==> src/design/mbd_pkg.sv <==
`default_nettype none

package mbd_pkg;

    localparam int CFG_IDX_W  = 2;
    localparam int CFG_DATA_W = 13;
    localparam int ROW_W      = 12;

    localparam logic [CFG_IDX_W-1:0] CFG_IN_WIDTH     = 2'd0;
    localparam logic [CFG_IDX_W-1:0] CFG_IN_HEIGHT    = 2'd1;
    localparam logic [CFG_IDX_W-1:0] CFG_CHANNEL_MODE = 2'd2;

    localparam logic [1:0] CH_MODE_ONE  = 2'd0;
    localparam logic [1:0] CH_MODE_TWO  = 2'd1;
    localparam logic [1:0] CH_MODE_FOUR = 2'd2;

    localparam logic [CFG_DATA_W-1:0] HEIGHT_LIMIT = 13'd4096;

    typedef struct packed {
        logic [7:0] px_c0;
        logic [7:0] px_c1;
        logic [7:0] px_c2;
        logic [7:0] px_c3;
    } t_px_in;

    typedef struct packed {
        logic [7:0] avg_c0;
        logic [7:0] avg_c1;
        logic [7:0] avg_c2;
        logic [7:0] avg_c3;
        logic       last_pixel;
    } t_px_out;

    typedef logic [3:0][8:0] t_pair;

    typedef struct packed {
        logic  emit;
        logic  h1;
        logic  last;
        t_pair pair;
    } t_op;

endpackage

`default_nettype wire

==> src/design/mbd_front.sv <==
`default_nettype none

module mbd_front
    import mbd_pkg::*;
#(
    parameter int MAX_WIDTH = 4096
) (
    input  wire logic                  i_clk,
    input  wire logic                  i_rst_n,
    input  wire logic                  i_cfg_we,
    input  wire logic [CFG_IDX_W-1:0]  i_cfg_idx,
    input  wire logic [CFG_DATA_W-1:0] i_cfg_data,
    input  wire logic                  i_valid,
    input  wire t_px_in                i_pix,
    output logic                       o_stall,
    input  wire logic                  i_q_full,
    output logic                       o_push,
    output t_op                        o_op,
    output logic [((((MAX_WIDTH + 1) / 2) > 1) ? $clog2((MAX_WIDTH + 1) / 2) : 1)-1:0] o_slot
);

    localparam int LINE_DEPTH = (MAX_WIDTH + 1) / 2;
    localparam int AW  = (LINE_DEPTH > 1) ? $clog2(LINE_DEPTH) : 1;
    localparam int CW  = $clog2(MAX_WIDTH);
    localparam int WDW = ($clog2(MAX_WIDTH + 1) > CFG_DATA_W) ?
                         $clog2(MAX_WIDTH + 1) : CFG_DATA_W;
    localparam logic [WDW-1:0] MAX_W = WDW'(MAX_WIDTH);

    logic [CFG_DATA_W-1:0] r_in_width;
    logic [CFG_DATA_W-1:0] r_in_height;
    logic [1:0]            r_ch_mode;
    logic [CW-1:0]         r_col, n_col;
    logic [ROW_W-1:0]      r_row, n_row;
    logic [3:0][7:0]       r_held, n_held;

    logic [WDW-1:0]        cfg_w, w, wo, xe, xn, x_half;
    logic [CFG_DATA_W-1:0] h, ho, ye, yn;
    logic                  restart, w1, h1, have_pair, accept;
    logic [3:0][7:0]       px;
    t_pair                 pair;

    assign accept  = i_valid && !o_stall;
    assign o_stall = i_q_full;

    always_comb begin
        cfg_w = WDW'(r_in_width);
        if (cfg_w == '0) begin
            w = WDW'(1);
        end else if (cfg_w > MAX_W) begin
            w = MAX_W;
        end else begin
            w = cfg_w;
        end
        if (r_in_height == '0) begin
            h = CFG_DATA_W'(1);
        end else if (r_in_height > HEIGHT_LIMIT) begin
            h = HEIGHT_LIMIT;
        end else begin
            h = r_in_height;
        end
        wo = ((w >> 1) == '0) ? WDW'(1) : (w >> 1);
        ho = ((h >> 1) == '0) ? CFG_DATA_W'(1) : (h >> 1);
        w1 = (w == WDW'(1));
        h1 = (h == CFG_DATA_W'(1));

        restart = (WDW'(r_col) >= w) || (CFG_DATA_W'(r_row) >= h);
        xe = restart ? '0 : WDW'(r_col);
        ye = restart ? '0 : CFG_DATA_W'(r_row);
        x_half = xe >> 1;

        px[0] = i_pix.px_c0;
        px[1] = (r_ch_mode != CH_MODE_ONE) ? i_pix.px_c1 : 8'd0;
        px[2] = (r_ch_mode != CH_MODE_ONE && r_ch_mode != CH_MODE_TWO) ? i_pix.px_c2 : 8'd0;
        px[3] = (r_ch_mode != CH_MODE_ONE && r_ch_mode != CH_MODE_TWO) ? i_pix.px_c3 : 8'd0;

        n_held    = r_held;
        have_pair = 1'b0;
        for (int c = 0; c < 4; c++) begin
            pair[c] = w1 ? {px[c], 1'b0} : ({1'b0, r_held[c]} + {1'b0, px[c]});
        end
        if (w1 || xe[0]) begin
            have_pair = 1'b1;
        end else if ((xe + WDW'(1)) < w) begin
            n_held = px;
        end

        xn = xe + WDW'(1);
        yn = ye;
        if (xn >= w) begin
            xn = '0;
            yn = ye + CFG_DATA_W'(1);
            if (yn >= h) begin
                yn = '0;
            end
        end
        n_col = xn[CW-1:0];
        n_row = yn[ROW_W-1:0];

        o_op.emit = h1 || ye[0];
        o_op.h1   = h1;
        o_op.last = (x_half == (wo - WDW'(1))) && ((ye >> 1) == (ho - CFG_DATA_W'(1)));
        o_op.pair = pair;
        o_slot    = x_half[AW-1:0];
        o_push    = accept && have_pair &&
                    (h1 || ye[0] || ((ye + CFG_DATA_W'(1)) < h));
    end

    always_ff @(posedge i_clk) begin
        if (!i_rst_n) begin
            r_in_width  <= CFG_DATA_W'(2);
            r_in_height <= CFG_DATA_W'(2);
            r_ch_mode   <= CH_MODE_FOUR;
            r_col       <= '0;
            r_row       <= '0;
            r_held      <= '0;
        end else begin
            if (i_cfg_we) begin
                case (i_cfg_idx)
                    CFG_IN_WIDTH:     r_in_width  <= i_cfg_data;
                    CFG_IN_HEIGHT:    r_in_height <= i_cfg_data;
                    CFG_CHANNEL_MODE: r_ch_mode   <= i_cfg_data[1:0];
                    default: ;
                endcase
            end
            if (accept) begin
                r_col  <= n_col;
                r_row  <= n_row;
                r_held <= n_held;
            end
        end
    end

endmodule

`default_nettype wire

==> config.mk <==
export PLATFORM = sky130hd
export DESIGN_NAME = mbd_front
export DESIGN_NICKNAME = d
export VERILOG_FILES = /design/src/design/mbd_pkg.sv /design/src/design/mbd_front.sv
export SDC_FILE = /design/constraint.sdc
export NUM_CORES = 1
export LEC_CHECK = 0
export ABC_AREA = 1
export BUFFER_PORTS_ARGS = -buffer_cell sky130_fd_sc_hd__buf_2
export CORE_MARGIN = 3
export CORE_UTILIZATION = 45
export DETAILED_ROUTE_END_ITERATION = 8
export PLACE_DENSITY = 0.67
export SYNTH_ARGS = -nofsm -noshare
export SYNTH_HDL_FRONTEND = slang
export SYNTH_SLANG_ARGS = --single-unit
==> constraint.sdc <==
create_clock -name i_clk -period 5.7 [get_ports i_clk]
set_input_delay 1.425 -clock i_clk [delete_from_list [all_inputs] [get_ports i_clk]]
set_output_delay 1.425 -clock i_clk [all_outputs]
set_load 0.02 [all_outputs]
Word-level counts from Yosys, hierarchy flattened
Cells that the tools add are included.
{"block": "word_totals", "register_bits": 84, "latch_bits": 0, "ramBits": 0, "romBits": 0, "inputBits": 52, "out_inout_bits": 52, "word_cells": 72, "n_memories": 0}
{"block": "op_classes", "n_addsub": 8, "mul": 0, "div_mod_pow": 0, "magnitude_cmp": 8, "eq_ne": 7, "shift": 0, "n_mux": 19, "n_bitwise": 1, "n_reduce_logical": 20}
{"cell": "$mux 12", "n": 7}
{"cell": "$logic_not 13->1", "n": 4}
{"cell": "$mux 13", "n": 4}
{"cell": "$add 8x8->9", "n": 4}
{"cell": "$mux 9", "n": 4}
{"cell": "$add 12x1->13 const B", "n": 2}
{"cell": "$eq 11x13->1", "n": 2}
{"cell": "$eq 13x1->1 const B", "n": 2}
{"cell": "$ge 12x13->1", "n": 2}
{"cell": "$ge 13x13->1", "n": 2}
{"cell": "$gt 13x13->1 const B", "n": 2}
{"cell": "$lt 13x13->1", "n": 2}
{"cell": "$sub 12x1->13 const B", "n": 2}
{"cell": "$mux 8", "n": 3}
{"cell": "$reduce_and 2->1", "n": 3}
{"cell": "$logic_and 1x1->1", "n": 5}
{"cell": "$logic_or 1x1->1", "n": 4}
{"cell": "$reduce_and 3->1", "n": 1}
{"cell": "$eq 2x1->1 const B", "n": 1}
{"cell": "$eq 2x2->1 const B", "n": 1}
{"cell": "$logic_not 2->1", "n": 1}
{"cell": "$ne 2x1->1 const B", "n": 1}
{"cell": "$reduce_bool 2->1", "n": 1}
{"cell": "$logic_not 1->1", "n": 1}
{"cell": "other kinds (2)", "n": 2}

Longest topological paths before layout
{"block": "logic_depth", "ltp_word": 10, "ltp_mapped": 39, "ltp_nobuf": 35}

Worst setup path after synthesis
OpenSTA, ideal clock, no wires.
{"block": "synth_path", "path_kind": "reg-to-output", "from": "register r_in_width[4] (netlist: cfg_w[4])", "to": "output port o_push", "arrival_ns": 4.262, "t_required_ns": 4.275, "slack_ns": 0.013, "path_stages_with_launch": 32, "path_buffers": 3, "cell_sequence": "dfxtp_1 buf_2 nor2_1 nand2_1 nor2_1 nand2_1 nand2_1 buf_2 buf_2 nand2_1 ha_1 inv_1 nor2_1 nand2_1 nand2_1 a21oi_2 nand3_2 nor2_4 inv_2 nor2_1 ha_1 nand2_1 nor2_2 nand2_1 nor2_1 xnor2_1 ha_1 a21oi_1 o21ai_0 a221oi_1 a21oi_1 nor2_1"}
{"block": "synth_via", "elab_chain_cells": 10, "elab_cells_between_ends": 17, "classes_between": "add/sub: 1; order compare: 3; eq/ne: 1; mux: 5; reduce/logical: 7"}
{"element": "start, declared", "line": "mbd_front.sv:29", "text": "logic [CFG_DATA_W-1:0] r_in_width;"}
{"element": "start signal, assigned", "line": "mbd_front.sv:119", "text": "CFG_IN_WIDTH: r_in_width <= i_cfg_data;"}
{"element": "$gt 13x13->1", "line": "mbd_front.sv:49", "text": "end else if (cfg_w > MAX_W) begin"}
{"element": "$mux 13", "line": "mbd_front.sv:49"}
{"element": "$mux 13 (*)", "line": "mbd_front.sv:47", "text": "if (cfg_w == '0) begin"}
{"element": "$ge 12x13->1", "line": "mbd_front.sv:66", "text": "restart = (WDW'(r_col) >= w) || (CFG_DATA_W'(r_row) >= h);"}
{"element": "$logic_or 1x1->1", "line": "mbd_front.sv:66"}
{"element": "$mux 12, on equally long branches", "line": "mbd_front.sv:68, mbd_front.sv:67"}
{"element": "$add 12x1->13 / $logic_or 1x1->1 (equally long branches)", "line": "mbd_front.sv:105, mbd_front.sv:81"}
{"element": "$lt 13x13->1 / $mux 1 (equally long branches)", "line": "mbd_front.sv:105, mbd_front.sv:81"}
{"element": "$logic_or 1x1->1 / $logic_and 1x1->1 (equally long branches)", "line": "mbd_front.sv:105, mbd_front.sv:104"}
{"element": "$logic_and 1x1->1 (*)", "line": "mbd_front.sv:104", "text": "o_push = accept && have_pair &&"}
{"element": "end, declared", "line": "mbd_front.sv:17", "text": "output logic o_push,"}
Every way passes the cells marked *; elsewhere a longest branch is shown, timed or not.

Final worst setup path
{"block": "layout_path", "from": "register r_in_height[12]", "to": "output port o_push"}
{"block": "layout_via", "elab_chain_cells": 10, "elab_cells_between_ends": 17, "classes_between": "add/sub: 1; order compare: 3; eq/ne: 1; mux: 5; reduce/logical: 7"}
{"element": "start, declared", "line": "mbd_front.sv:30", "text": "logic [CFG_DATA_W-1:0] r_in_height;"}
{"element": "start signal, assigned", "line": "mbd_front.sv:120", "text": "CFG_IN_HEIGHT: r_in_height <= i_cfg_data;"}
{"element": "$gt 13x13->1", "line": "mbd_front.sv:56", "text": "end else if (r_in_height > HEIGHT_LIMIT) begin"}
{"element": "$mux 13", "line": "mbd_front.sv:56"}
{"element": "$mux 13 (*)", "line": "mbd_front.sv:54", "text": "if (r_in_height == '0) begin"}
{"element": "$ge 12x13->1", "line": "mbd_front.sv:66"}
{"element": "$logic_or 1x1->1", "line": "mbd_front.sv:66"}
{"element": "$mux 12, on equally long branches", "line": "mbd_front.sv:68, mbd_front.sv:67"}
{"element": "$add 12x1->13 / $logic_or 1x1->1 (equally long branches)", "line": "mbd_front.sv:105, mbd_front.sv:81"}
{"element": "$lt 13x13->1 / $mux 1 (equally long branches)", "line": "mbd_front.sv:105, mbd_front.sv:81"}
{"element": "$logic_or 1x1->1 / $logic_and 1x1->1 (equally long branches)", "line": "mbd_front.sv:105, mbd_front.sv:104"}
{"element": "$logic_and 1x1->1 (*)", "line": "mbd_front.sv:104"}
Marks and branches as above.

==> flow_summary.toml <==
[floorplanning]
core_mm2 = 0.01670
fp.dieH_um = 136.9
start_util_pct = 46.17
dieArea_mm2 = 0.01874
rows = 47
fp.dieW_um = 136.9
ios = 104

[worst_setup_path]
crit_slowest_cell = "dfxtp_1"
worstSetupEndpointType = "primary output"
cpPeakStageDelay_ns = 0.51
path_buf_inv = 6
crit_path_max_fanout = 8
crit_arrival_ns = 4.34
cp_common_cell = "nand2_1"
startpoint_type = "register"
crit_family = "simple AND/OR/NAND/NOR gates"
cp.required_ns = 4.28
critical_path_class = "reg -> out"

[hold_path]
min_path_type = "reg -> reg"

[place]
place_congestion = 1.038
placed_area_mm2 = 0.008623
dp_hpwl_um = 17820
io_buffers = 103

[flow_run]
maxCapViolCount = 0

[run_status]
outcome = "complete, but fails checks"
violations = "negative setup slack"

[clocking]
htree_levels = 3
postCtsHoldBufs = 0
cts_tree = "done"
cts_buffers = 9
cts_sinks = 84
cts.path.max_buffers = 2
cts.clk_slew.worst_paths_ns = 0.06
clk_latency_ns = 0.35
clockRootBuffer = "clkbuf_16"

[drt]
drc_errors = 0
vias = 8260
ant_nets = 0
drtPass1Iterations = 5
routed_via_density = 5.302
wl_per_cell_um = 15.04
routed_wl_um = 23440
drtIter0Drc = 466

[sta]
slew_headroom_pct = 30.95
hold_violations = 0
setup_viol = 1
tightest_slew_ns = 1.028
post-route-period-util_pct = 101.1
period_needed_ns = 5.764
setup_tns_ns = -0.06437
timing.fmax_mhz = 173.5
rsz0062_at_grt = "true"
slew_violations = 0
fin_ws_ns = -0.06437
finalClockSkew_ns = 0.01031

[synth]
synth_area_per_cell_um2 = 6.399
synth_ff_type = "dfxtp_1"
syn-num-nets = 1347
synth_area_leaders = "dfxtp_1 (22%), ha_1 (14%), nand2_1 (14%), inv_1 (7.4%), o21ai_0 (7.2%)"
synthesis.area_mm2 = 0.007711
synth_top_area_share_pct = 21.81
synth_seq_cells = 84
synthArstFlopShare_pct = 0
yosysSeqAreaShare_pct = 21.81
syn_inst = 1205
synth_area_leader_cell = "dfxtp_1"
yosysWarnings = 0
synth_edf_count = 0
ys_types = 52

[grt]
grt_pass1_vias = 7419
track_usage_pct = 24.55
grt_overflow = 0
grt_max_degree = 60
grt_first_pass_wirelength_um = 36710
antenna_found_initial = 2

[pwr]
p_leak_uw = 0.004958
power.density_mw_per_mm2 = 220.2
ir_drop_uv = 173.4

[final_layout]
area_growth_pct = 22.23
post-route-cell-area_mm2 = 0.009425
num-nets-final = 1475
drive_gt1_share_pct = 20.42
-- where the power goes --
part	total [µW]	switching (µW)	leakage, µW	internal [µW]
Clock	572	267	0.000131	305
Combinational	852	535	0.00414	316
Sequential	652	27.2	0.000689	625
Total	2080	830	0.00496	1250
-- worst min-delay path, delay by kind of cell (launching register included) --
family / cells / cell delay (ns)
flops: 1 / 0.31
buf+inv: 1 / 0.05
compound gates: 1 / 0.05
-- repair_timing --
item | in CTS | in global routing
gates cloned | 2 | 2
endpoints found under the setup margin | 1 | 50
resized for setup | 50 | 35
pin swaps | 22 | 17
setup buffers | 10 | 4
-- layout make-up --
cell class	instances	area (µm²)
fill	1658	7276
multi-input combinational	919	5542
sequential	84	1688
timing repair buffer	156	1036
inverter	163	613.1
tap	220	275.3
clock buffer	11	242.7
clock inverter	4	26.28
antenna	1	2.502
-- synth_stat cells (all sizes together), types with 7 or more instances --
| master | count |
|---|---|
| nor2 | 140 |
| nand2 | 293 |
| o21ai | 115 |
| nand3 | 60 |
| nand4 | 19 |
| nor3 | 15 |
| inv | 160 |
| ha | 86 |
| xnor2 | 10 |
| clkbuf | 23 |
| xor2 | 35 |
| dfxtp | 84 |
| a21oi | 100 |
| a211oi | 7 |
| buf | 17 |
-- cell usage in the layout (no fill, tap or decap), drive strengths merged, types with 2 or more instances in the layout --
| cell | instances |
|---|---|
| nand2 | 294 |
| inv | 160 |
| buf | 154 |
| nor2 | 140 |
| o21ai | 115 |
| a21oi | 100 |
| ha | 86 |
| dfxtp | 84 |
| nand3 | 60 |
| xor2 | 35 |
| nand4 | 19 |
| nor3 | 15 |
| clkbuf | 12 |
| xnor2 | 10 |
| a211oi | 7 |
| clkinv | 6 |
| a31oi | 4 |
| fa | 4 |
| and2 | 4 |
| o41ai | 3 |
| nand3b | 3 |
| o21a | 3 |
| o211ai | 3 |
| nor4 | 3 |
| or2 | 2 |
| a21o | 2 |
-- per-layer routing --
layer	part of all wire (%)	track usage, %	routed length [µm]	vias to the layer above
met5	0.038	0	9	-
met4	3.2	9.867	760	2
met3	7.8	5.625	1839	49
met2	43	38.39	10060	279
met1	46	32.76	10770	3739
li1	-	-	-	4191
-- state kept, by name (all words and copies together), names as in the netlist --
signal and count:
r_col 12, r_row 12, cfg_w 13, r_in_height 13, r_held 32, r_ch_mode 2
-- cells by family after synthesis --
kind of cell,Yosys count,synth area share [%]
fa+ha+maj,90,14.99
simple gates,541,30.57
compound gates,241,16.76
flops,84,21.81
buf+inv,203,10.47
xor+xnor,46,5.403
-- path summary, 6_finish.rpt --
path                                 startpoint           end  slack (ns)  cells past startpoint
worst max register to register  r_in_height[12]      r_row[1]        0.45                     29
worst min register to register     r_ch_mode[0]  r_ch_mode[0]        0.45                      2
worst max-delay path            r_in_height[12]        o_push       -0.06                     25
worst min-delay path               r_ch_mode[0]  r_ch_mode[0]        0.45                      2
-- stage by stage --
step | std cells | util [%] | setup slack [ns] | power, µW | hold WS [ns]
final | 1558 | 56.44 | -0.06437 | 2076 | 0.4526
after global routing | 1558 | 56.44 | -0.3154 | 2196 | 0.4807
after CTS | 1552 | 55.30 | -0.01979 | 2052 | 0.4565
after detailed placement | 1525 | 51.63 | 0.05007 | 1455 | 0.4471
after global placement | 1525 | 51.63 | 0.1875 | 1454 | 0.4410
after floorplan | 1205 | - | 0.01350 | 1221 | 0.4241
(Power assumes the default switching activity.)
