### src/design/mbd_pkg.sv
`default_nettype none

package mbd_pkg;

    localparam int CFG_IDX_W  = 2;
    localparam int CFG_DATA_W = 13;
    localparam int ROW_W      = 12;

    localparam logic [CFG_IDX_W-1:0] CFG_IN_WIDTH     = 2'd0;
    localparam logic [CFG_IDX_W-1:0] CFG_IN_HEIGHT    = 2'd1;
    localparam logic [CFG_IDX_W-1:0] CFG_CHANNEL_MODE = 2'd2;

    localparam logic [1:0] CH_MODE_ONE  = 2'd0;
    localparam logic [1:0] CH_MODE_TWO  = 2'd1;
    localparam logic [1:0] CH_MODE_FOUR = 2'd2;

    localparam logic [CFG_DATA_W-1:0] HEIGHT_LIMIT = 13'd4096;

    typedef struct packed {
        logic [7:0] px_c0;
        logic [7:0] px_c1;
        logic [7:0] px_c2;
        logic [7:0] px_c3;
    } t_px_in;

    typedef struct packed {
        logic [7:0] avg_c0;
        logic [7:0] avg_c1;
        logic [7:0] avg_c2;
        logic [7:0] avg_c3;
        logic       last_pixel;
    } t_px_out;

    typedef logic [3:0][8:0] t_pair;

    typedef struct packed {
        logic  emit;
        logic  h1;
        logic  last;
        t_pair pair;
    } t_op;

endpackage

`default_nettype wire

### src/design/mbd_queue.sv
`default_nettype none

module mbd_queue
    import mbd_pkg::*;
#(
    parameter int AW = 11
) (
    input  wire logic          i_clk,
    input  wire logic          i_rst_n,
    input  wire logic          i_push,
    input  wire t_op           i_op,
    input  wire logic [AW-1:0] i_slot,
    output logic               o_full,
    output logic               o_nempty,
    input  wire logic          i_pop,
    output t_op                o_op,
    output logic [AW-1:0]      o_slot
);

    localparam int DEPTH = 4;
    localparam int PW    = $clog2(DEPTH);

    t_op             r_op   [DEPTH];
    logic [AW-1:0]   r_slot [DEPTH];
    logic [PW-1:0]   r_wptr, r_rptr;
    logic [PW:0]     r_count, n_count;

    assign o_full   = (r_count == (PW + 1)'(DEPTH));
    assign o_nempty = (r_count != '0);
    assign o_op     = r_op[r_rptr];
    assign o_slot   = r_slot[r_rptr];

    always_comb begin
        n_count = r_count;
        if (i_push && !i_pop) begin
            n_count = r_count + (PW + 1)'(1);
        end else if (!i_push && i_pop) begin
            n_count = r_count - (PW + 1)'(1);
        end
    end

    always_ff @(posedge i_clk) begin
        if (i_push) begin
            r_op[r_wptr]   <= i_op;
            r_slot[r_wptr] <= i_slot;
        end
    end

    always_ff @(posedge i_clk) begin
        if (!i_rst_n) begin
            r_wptr  <= '0;
            r_rptr  <= '0;
            r_count <= '0;
        end else begin
            if (i_push) begin
                r_wptr <= r_wptr + PW'(1);
            end
            if (i_pop) begin
                r_rptr <= r_rptr + PW'(1);
            end
            r_count <= n_count;
        end
    end

endmodule

`default_nettype wire

### config.mk
export PLATFORM = sky130hd
export DESIGN_NAME = mbd_queue
export DESIGN_NICKNAME = d
export VERILOG_FILES = /design/src/design/mbd_pkg.sv /design/src/design/mbd_queue.sv
export SDC_FILE = /design/constraint.sdc
export NUM_CORES = 1
export LEC_CHECK = 0
export BUFFER_PORTS_ARGS = -buffer_cell sky130_fd_sc_hd__buf_2
export CORE_ASPECT_RATIO = 1.4
export CORE_MARGIN = 1.5
export CORE_UTILIZATION = 50
export DETAILED_ROUTE_END_ITERATION = 10
export PLACE_DENSITY = 0.84
export SYNTH_ARGS = -nofsm -noshare
export SYNTH_HDL_FRONTEND = slang
export SYNTH_SLANG_ARGS = --single-unit
### constraint.sdc
create_clock -name i_clk -period 1.96 [get_ports i_clk]
set_input_delay 0 -clock i_clk [delete_from_list [all_inputs] [get_ports i_clk]]
set_output_delay 0 -clock i_clk [all_outputs]
set_load 0.02 [all_outputs]
Word-level counts from Yosys, hierarchy flattened
Memories as Yosys holds them, arrays and structs flattened. A register that Yosys moved wholly into a read port is not among the register bits.
Index checks and enable logic that the tools add are counted.
- output and inout bits: 52
- bits of input ports: 54
- memory bits (writable): 200
- word-level logic and storage cells: 24
- memories kept: 2
- register bits: 7
- multiplexer cells: 8
- eq/ne operators: 1
- add/sub/neg operators: 4
- reductions and logical operators: 6
- memory list (name ; words ; width ; rd ports ; clocked after memory_dff ; wr ports ; RTL line ; text):
    r_op ; 4 ; 39 ; 1 ; 1 ; 1 ; mbd_queue.sv:23 ; t_op r_op [DEPTH];
    r_slot ; 4 ; 11 ; 1 ; 1 ; 1 ; mbd_queue.sv:24 ; logic [AW-1:0] r_slot [DEPTH];
- operator list (operator ; count):
    2-bit 2-to-1 mux ; 4
    3-bit 2-to-1 mux ; 2
    2-bit by 1-bit adder with 2-bit output, second input constant ; 2
    3-bit by 1-bit adder with 3-bit output, second input constant ; 1
    3-bit == test, second input constant ; 1
    3-bit nonzero test ; 1
    3-bit by 1-bit subtractor with 3-bit output, second input constant ; 1
    1-bit logical AND ; 2
    1-bit zero test ; 2
    1-bit 2-to-1 mux ; 2
    2-bit nonzero test ; 1

Depth between registers and ports, before layout
Gate-level depths: netlist of run 1.
- depth after elaboration: 4
- gate-level depth with buffers: 7

Worst setup path after synthesis of run 1
Ideal clock, no wire load.
- path type: reg2reg
- from: register r_wptr[0]
- to: memory r_op[2][0] in the netlist's numbering (enable)
- stages on the path, launching flop included: 4
- data arrival time: 1.733 ns
- library setup time: 0.413 ns
- period minus slack after synthesis: 2.145 ns
- slack: -0.185 ns
- buffers on the path: 0
- cells stage by stage: dfxtp_1 -> inv_1 -> ha_1 -> and2_1
- RTL lines (what ; RTL line ; text):
    from (decl) ; mbd_queue.sv:25 ; logic [PW-1:0] r_wptr, r_rptr;
    from (signal assigned) ; mbd_queue.sv:56 ; r_wptr <= r_wptr + PW'(1);
    to (decl) ; mbd_queue.sv:23 ;
Straight into the memory's write port.

==> impl_metrics.toml, run 1 <==
[floorplan]
std_cell_rows = 53
die_area_sq_mm = 0.01620
start_util = 0.5128
core_region_area_sq_mm = 0.01505
ioPinCount = 106
die_y_microns = 150.0
die_w_microns = 108.0

[outcome]
status = "finished, final reports clean"

[cts]
post_cts_buffers = 0
cts_made_buffers = 19
cts-root-buf = "clkbuf_16"
cts_sinks = 209
clockBufferDepth = 3
cts_max_level = 1
cts_tree = "built"
clk_pin_slew_worst_paths_ns = 0.06
insertion_delay_ns = 0.48

[final_layout]
utilization = 0.6430
stdcell_count = 693
drive_gt1_frac = 0.3948
design_area_sq_mm = 0.009679
syn2layout_area_growth_pct = 25.40
nets = 546

[synthesis]
synth_area_leader_cell = "edfxtp_1"
synth-warning-count = 0
muxShareOfSynthArea = 0.1485
syn-mean-instance-area_sq_um = 25.31
synth_xor_area_frac = 0.005674
synth_edf_count = 200
synth_compound_area_frac = 0.001621
yosys.area_share.adder = 0.01070
yosysSeqAreaShare = 0.8014
yosysMostFrequentCell = "edfxtp_1"
synth_top_family_by_area = "multiplexers"
synth_cells = 305
synth_top_area_frac = 0.7781
yosys-top-cells-area = "edfxtp_1 (78%), mux4_2 (15%), dfxtp_1 (2.3%)"
synthesis.nets = 365
async_reset_ff_frac = 0
synthTopCellsByCount = "edfxtp_1 (200), mux4_2 (50), and2_1 (9), dfxtp_1 (9)"
synth-simple-area-share = 0.01200
synth_ff_type = "edfxtp_1"
synth_cell_types = 20
synth_area_sq_mm = 0.007719
synth-seq-cells = 209

[global_route]
overflow = 0
grt_pass1_wl_mm = 20.89
grt_max_degree = 34
grt_usage = 0.1741
antenna_found_initial = 1
grt_pass1_vias = 4008

[routing]
drtIter0Drc = 113
vias_per_cell = 5.302
drtAntennaViolNets = 0
vias = 3674
route.detailed.drc = 0
wl_per_cell_microns = 20.10
drt-pass1-iter-count = 4
wl_mm = 13.93

[hold_path]
hp-class = "in -> reg"

[worst_setup_path]
endpoint_kind = "primary output"
crit_type = "reg -> out"
cp_max_fo = 17
arrival_ns = 1.88
worstPathRequired_ns = 1.96
rrSetupSlack_ns = 0.28
start_kind = "register"

[timing]
setup_viol = 0
fin_crit_sh = 0.9615
fmax_mhz = 530.6
final.setup_skew_ns = 0.007855
hold_viol = 0
fin_hold_ws_ns = 0.2725
final_max_slew_viol_count = 0
tightest_slew_ns = 0.4601
min_period_ns = 1.885
maxSlewHeadroom = 0.6932

[job]
maxCapViolations = 0

[placement]
gp_congestion = 0.7207
dp_cells = 602
port_buffers = 105
place_area_sq_mm = 0.008507
dp_hpwl_mm = 8.374

[power_and_ir_drop]
total_power_w = 0.009921
p_per_area_mw_per_mm2 = 1025
vdd_ir_drop_max_mv = 0.7348
leakage_nw = 3.340
## cell families after synthesis
logic type,count (synthesis)
buffers and inverters,16
AOI/OAI and AO/OA,2
and+or+nand+nor,15
muxes,52
adders and majority gates,6
xor gates and xnor gates,5
DFF,209
## critical path: stages, from the launching register on
cell and delay (ns):
dfxtp_4 0.40, buf_6 0.26, mux4_2 0.56, buf_2 0.18
## sequential cells by signal (all words and copies together), names as in the netlist, named ones only
name and count:
r_op 156, r_slot 44, r_count 3, r_rptr 2
r_wptr 2
## stage by stage
step           setup slack [ns]   TNS [ns]
4_1_cts                 0.02318          0
5_1_grt               -0.003906  -0.003906
2_1_floorplan            0.3513          0
6_report                0.07545          0
3_5_place_dp             0.4260          0
3_3_place_gp             0.5086          0
## path summary, 6_finish.rpt
kind / depth (start not counted) / endpoint / start
worst min-delay path: 2 / r_op[1][19] / i_op[19]
worst max-delay path: 3 / o_op[5] / register
worst min register to register: 2 / r_count[2] / r_count[2]
worst max register to register: 5 / r_wptr[1] / r_wptr[0]
## what timing repair did
item                                    in CTS  in global routing
gates resized for setup                      1                  1
pin swaps                                    0                  0
endpoints found under the setup margin       1                  3
gates cloned                                 0                  1
hold buffers                                54                  0
hold endpoints to repair                   209                  0
## routing by layer
| metal | wire length [microns] | up-vias | track usage |
|---|---|---|---|
| li1 | - | 1651 | - |
| met1 | 5424 | 1898 | 0.2030 |
| met2 | 7623 | 97 | 0.3212 |
| met3 | 528 | 28 | 0.02700 |
| met4 | 354 | 0 | 0.06447 |
| met5 | 0 | - | 0 |
## cell type report
class,count,area (sq um)
inverters,4,15.01
well taps,192,240.2
fillers,955,5374
multi-input cells,80,1383
clock inverters,6,81.33
clock buffers,28,509.2
diodes,2,5.005
repair buffers,172,1255
flip-flops and latches,209,6191
## placed cells by master (no fill, tap or decap), drive strengths merged, types with 2 or more instances in the layout
cell type    count
and2             9
buf            117
bufinv           2
clkbuf          29
clkinv           3
dfxtp            9
diode            2
dlygate4sd3     54
edfxtp         200
ha               5
inv              5
mux2i            2
mux4            50
nor2b            2
or3              2
xnor2            2
xor2             3
## power breakdown
part           internal [W]  switching (W)
clock               0.00207        0.00146
combinational      0.000547       0.000656
sequential          0.00513      0.0000665
total               0.00774        0.00218
Power figures use the tool's default switching activity.
==> run 2: changes to the inputs <==
- CORE_MARGIN: 1.5 -> 2
- CORE_UTILIZATION: 50 -> 53
- CTS_BUF_LIST: not set -> sky130_fd_sc_hd__clkbuf_4 sky130_fd_sc_hd__clkbuf_8
- PLACE_DENSITY: 0.84 -> 0.87
==> run 2 against run 1 <==
- clock skew is 0.00062 ns lower
- fmax is 0.94% lower
- sequential share of layout area hardly changed
- utilization is 3.1 points higher
- die area is 4.0% lower
- critical endpoint is now o_op[4]
- final area hardly changed
==> impl_metrics.toml, run 2 (same netlist as run 1, synthesis figures left out) <==
[worst_setup_path]
arrival_ns = 1.90
max_stage_delay_ns = 0.53
rrSetupSlack_ns = 0.36
crit_slowest_cell = "mux4_2"
crit_family = "multiplexers"
worst-path-buf-inv = 2
worstPathRequired_ns = 1.96
cp_cell_sequence = "buf_12, mux4_2, buf_2"
start_kind = "register"
endpoint_kind = "primary output"
crit_type = "reg -> out"
cp_max_fo = 20

[power_and_ir_drop]
power_frac_clock = 0.344
p_switching_w = 0.002244
swShare = 0.2284
leakage_nw = 3.363
cell_internal_pwr_w = 0.007582
seq_power_share = 0.529
p_per_area_mw_per_mm2 = 1014
total_power_w = 0.009826
vdd_ir_drop_max_mv = 0.6303
comb_power_share = 0.127

[global_route]
grt_pass1_vias = 4177
top_usage_layer = "met2"
antenna_found_initial = 0
gr-usage-met2 = 0.3348
overflow = 0
grt_pass1_wl_mm = 21.63
use_met1 = 0.2121
grt_usage = 0.1832
grt_use_met3 = 0.03594
grt_max_degree = 51

[timing]
fmax_mhz = 525.6
fin_tns_setup_ns = 0
tightest_slew_ns = 0.4328
final.setup_skew_ns = 0.007231
fin_crit_sh = 0.9707
hold_viol = 0
min_period_ns = 1.902
final_max_slew_viol_count = 0
setup_viol = 0
maxSlewHeadroom = 0.7115
rsz0062_at_grt = "true"

[floorplan]
die_w_microns = 106.0
die_y_microns = 146.8
ioPinCount = 106
die_area_sq_mm = 0.01556
std_cell_rows = 52
start_util = 0.5368
core_region_area_sq_mm = 0.01438

[final_layout]
largest_reg_flops = 156
top_register = "r_op"
drive_gt1_frac = 0.4227
mostFrequentLayoutCell = "edfxtp_1"
diodes = 0
nets = 553
final_cell_mix = "edfxtp_1 (200), buf_2 (95), dlygate4sd3_1 (53)"
syn2layout_area_growth_pct = 25.50
top_regs = "r_op: 156 flops, r_slot: 44 flops, r_count: 3 flops"

[routing]
wl_per_cell_microns = 20.01
vias_per_cell = 5.303
drt-pass1-iter-count = 5
drtIter0Drc = 203
wl_mm = 14.00
route.detailed.drc = 0
drtAntennaViolNets = 0
vias = 3712

[outcome]
status = "finished, final reports clean"

[cts]
clk_pin_slew_worst_paths_ns = 0.07
cts_max_level = 1
cts_sinks = 209
clockBufferDepth = 3
cts-root-buf = "clkbuf_8"
insertion_delay_ns = 0.54
cts_tree = "built"
cts_made_buffers = 29

[placement]
port_buffers = 105
gp_congestion = 0.7401
dp_hpwl_mm = 8.067

[job]
maxCapViolations = 0

[hold_path]
hp-class = "in -> reg"
## run 2: changes by cell type in the layout (fill, tap and decap cells not counted), moves of 2 or more
cell,before,now
buf_2,105,95
buf_6,1,9
clkbuf_1,9,0
clkbuf_16,20,1
clkbuf_4,0,5
clkbuf_8,0,29
clkinv_1,2,5
clkinv_2,1,5
diode_2,2,0
## run 2: routing by layer
layer / wire length, microns / vias to the layer above
met1: 5341 / 1908
met3: 624 / 30
met4: 344 / 0
met2: 7693 / 113
li1: - / 1661
met5: 0 / -
## run 2: power groups by stage
stage                     registers [W]  clock network, W  logic, W
final                           0.00520           0.00338   0.00125
after global routing            0.00521           0.00366   0.00133
after CTS                       0.00519           0.00349   0.00121
after detailed placement        0.00529                 0   0.00111
after global placement          0.00527                 0   0.00108
after floorplan                 0.00526                 0  0.000756
## run 2: layout make-up
cell class	count	area [sq um]
clock inverters	15	152.6
clock buffers	34	436.7
flip-flops and latches	209	6191
inverters	4	15.01
repair buffers	169	1272
fillers	869	4692
multi-input cells	80	1383
well taps	189	236.5
## run 2: path summary, 6_finish.rpt
| path | from | endpoint | cells after the start |
|---|---|---|---|
| hold reg to reg | r_count[2] | r_count[2] | 2 |
| hold / removal | i_op[25] | r_op[0][25] | 2 |
| setup / recovery | register | o_op[4] | 3 |
| setup reg to reg | r_count[0] | r_count[2] | 4 |
## run 2: through the flow
stage | util | cells | hold WS, ns | setup WS (ns) | instance area [sq um]
final | 0.6737 | 700 | 0.2149 | 0.05751 | 9687
after global routing | 0.6737 | 700 | 0.1880 | -0.04425 | 9687
after CTS | 0.6685 | 699 | 0.1750 | -0.02790 | 9612
after detailed placement | 0.5895 | 597 | 0.2180 | 0.4171 | 8476
after global placement | 0.5895 | 597 | 0.2093 | 0.5053 | 8476
after floorplan | - | 305 | 0.09887 | 0.3513 | 7724
## run 2: repair_timing
action,4_1_cts,5_1_grt
setup buffers,0,0
gates resized for setup,4,16
gates cloned,0,1
hold buffers,53,0
endpoints found under the setup margin,18,30
endpoints found under the hold margin,209,0
==> run 3: changes to the inputs <==
- CORE_UTILIZATION: 53 -> 64
- PLACE_DENSITY: 0.87 -> 0.88
- clock period: 1.96 -> 2.4 ns (I/O delays scaled with it)
==> run 3 against run 2 <==
- critical path depth unchanged
- worst hold slack improved by 0.013 ns
- final area decreased by 1.8%
- total power decreased by 21%
- cell count decreased by 5.7%
- clock power decreased by 26%
- clock skew increased by 0.0045 ns
- routed wire length increased by 2.1%
- global-route usage increased by 4.1 points
- first-iteration DRC count decreased by 7.4%
- largest cell class unchanged
- count of clock-buffer cells in the layout increased by 8
- largest power group unchanged
- critical path type unchanged
- highest routed layer unchanged
- via count increased by 1.7%
==> impl_metrics.toml, run 3 (same netlist as run 1, synthesis figures left out) <==
[hold_path]
hp-class = "in -> reg"
min_from = "i_op[6]"

[floorplan]
std_cell_rows = 47
ioPinCount = 106
die_y_microns = 133.9
start_util = 0.6530
die_area_sq_mm = 0.01297
die_w_microns = 96.82
core_region_area_sq_mm = 0.01182

[worst_setup_path]
start_kind = "register"
worstPathRequired_ns = 2.40
endpoint_kind = "primary output"
r2r_start = "r_wptr[0]"
crit_type = "reg -> out"
arrival_ns = 2.02
cp_max_fo = 50

[final_layout]
mostFrequentLayoutCell = "edfxtp_1"
fillers = 574
syn2layout_area_growth_pct = 23.20
largest_reg_flops = 156
top_register = "r_op"
design_area_sq_mm = 0.009509
drive_gt1_frac = 0.4191
nets = 552
final_cell_mix = "edfxtp_1 (200), buf_2 (105), dlygate4sd3_1 (54)"
diodes = 0
multi_input_area_sq_mm = 0.001383
top_regs = "r_op: 156 flops, r_slot: 44 flops, r_count: 3 flops"
seq_area_sq_mm = 0.006191

[placement]
dp_hpwl_mm = 8.053
gp_congestion = 0.7366
place_area_sq_mm = 0.008428
port_buffers = 105

[cts]
ctsHoldBuffers = 54
post_cts_resized = 0
insertion_delay_ns = 0.52
clk_pin_slew_worst_paths_ns = 0.06
cts_max_level = 1
cts_tree = "built"
clockBufferDepth = 3
post_cts_buffers = 0
cts_made_buffers = 29
cts-root-buf = "clkbuf_8"
cts_sinks = 209

[timing]
min_period_ns = 2.018
fin_tns_setup_ns = 0
hold_viol = 0
fmax_mhz = 495.5
tightest_slew_ns = 0.5241
rsz0062_at_grt = "false"
final.setup_skew_ns = 0.01176
maxSlewHeadroom = 0.6506
final_max_slew_viol_count = 0
fin_crit_sh = 0.8410
setup_viol = 0

[global_route]
top_usage_layer = "met2"
grt_max_degree = 51
use_met1 = 0.2716
grt_use_met3 = 0.03387
overflow = 0
antenna_found_initial = 0
grt_pass1_vias = 4164
grt_usage = 0.2245
grt_pass1_wl_mm = 21.93
gr-usage-met2 = 0.3974

[routing]
vias_per_cell = 5.718
drtAntennaViolNets = 0
wl_mm = 14.30
wl_per_cell_microns = 21.66
vias = 3774
route.detailed.drc = 0
drtIter0Drc = 188
drt-pass1-iter-count = 4

[job]
maxCapViolations = 0

[outcome]
status = "finished, final reports clean"

[power_and_ir_drop]
p_per_area_mw_per_mm2 = 811.5
leakage_nw = 3.312
vdd_ir_drop_max_mv = 0.5397
run 3: cell types whose count changed in the layout (fill, tap and decap cells not counted), sizes merged:
cell / previous run / this run
inv: 5 / 4
clkbuf: 35 / 42
dlygate4sd3: 53 / 54
bufinv: 3 / 0
clkinv: 10 / 9
buf: 115 / 114
run 3: cell type report:
cell class                      count  share of cell area
Timing Repair Buffer              168              0.1258
Multi-Input combinational cell     80              0.1454
Inverter                            4            0.001579
Tap cell                          147             0.01934
Clock buffer                       42             0.05224
Clock inverter                     10            0.004605
Sequential cell                   209              0.6511
run 3: path summary, 6_finish.rpt:
| path | slack, ns | to | cells after the start |
|---|---|---|---|
| setup / recovery | 0.38 | o_op[4] | 3 |
| hold / removal | 0.23 | r_op[3][6] | 2 |
| setup reg to reg | 0.72 | r_op[2][21] | 4 |
| hold reg to reg | 0.54 | r_count[2] | 2 |
run 3: worst max-delay path, stage by stage (launching register included):
cell and delay, ns:
dfxtp_4 0.35, buf_12 0.35, mux4_2 0.60, buf_2 0.19
run 3: metrics by stage:
step / util / std cells / hold slack, ns / setup slack, ns / power [W]
detailed placement: 0.7130 / 554 / 0.2178 / 0.7056 / 0.005216
floorplan: - / 305 / 0.09887 / 0.2545 / 0.004918
global route: 0.8045 / 660 / 0.2170 / 0.2944 / 0.007978
global placement: 0.7130 / 554 / 0.2104 / 0.7844 / 0.005175
CTS: 0.8045 / 660 / 0.1924 / 0.3350 / 0.007773
finish: 0.8045 / 660 / 0.2277 / 0.3817 / 0.007717
run 3: where the power goes:
part	total (W)	internal [W]	switching, W
Clock	0.00250	0.00132	0.00118
Combinational	0.000968	0.000434	0.000535
Sequential	0.00424	0.00419	0.0000571
Total	0.00772	0.00594	0.00177
run 3: layer usage:
metal / vias up / part of all wire / wire length (microns)
li1: 1663 / - / -
met1: 1895 / 0.36 / 5108
met2: 172 / 0.55 / 7817
met3: 44 / 0.057 / 810
met4: 0 / 0.039 / 560
met5: - / 0 / 0
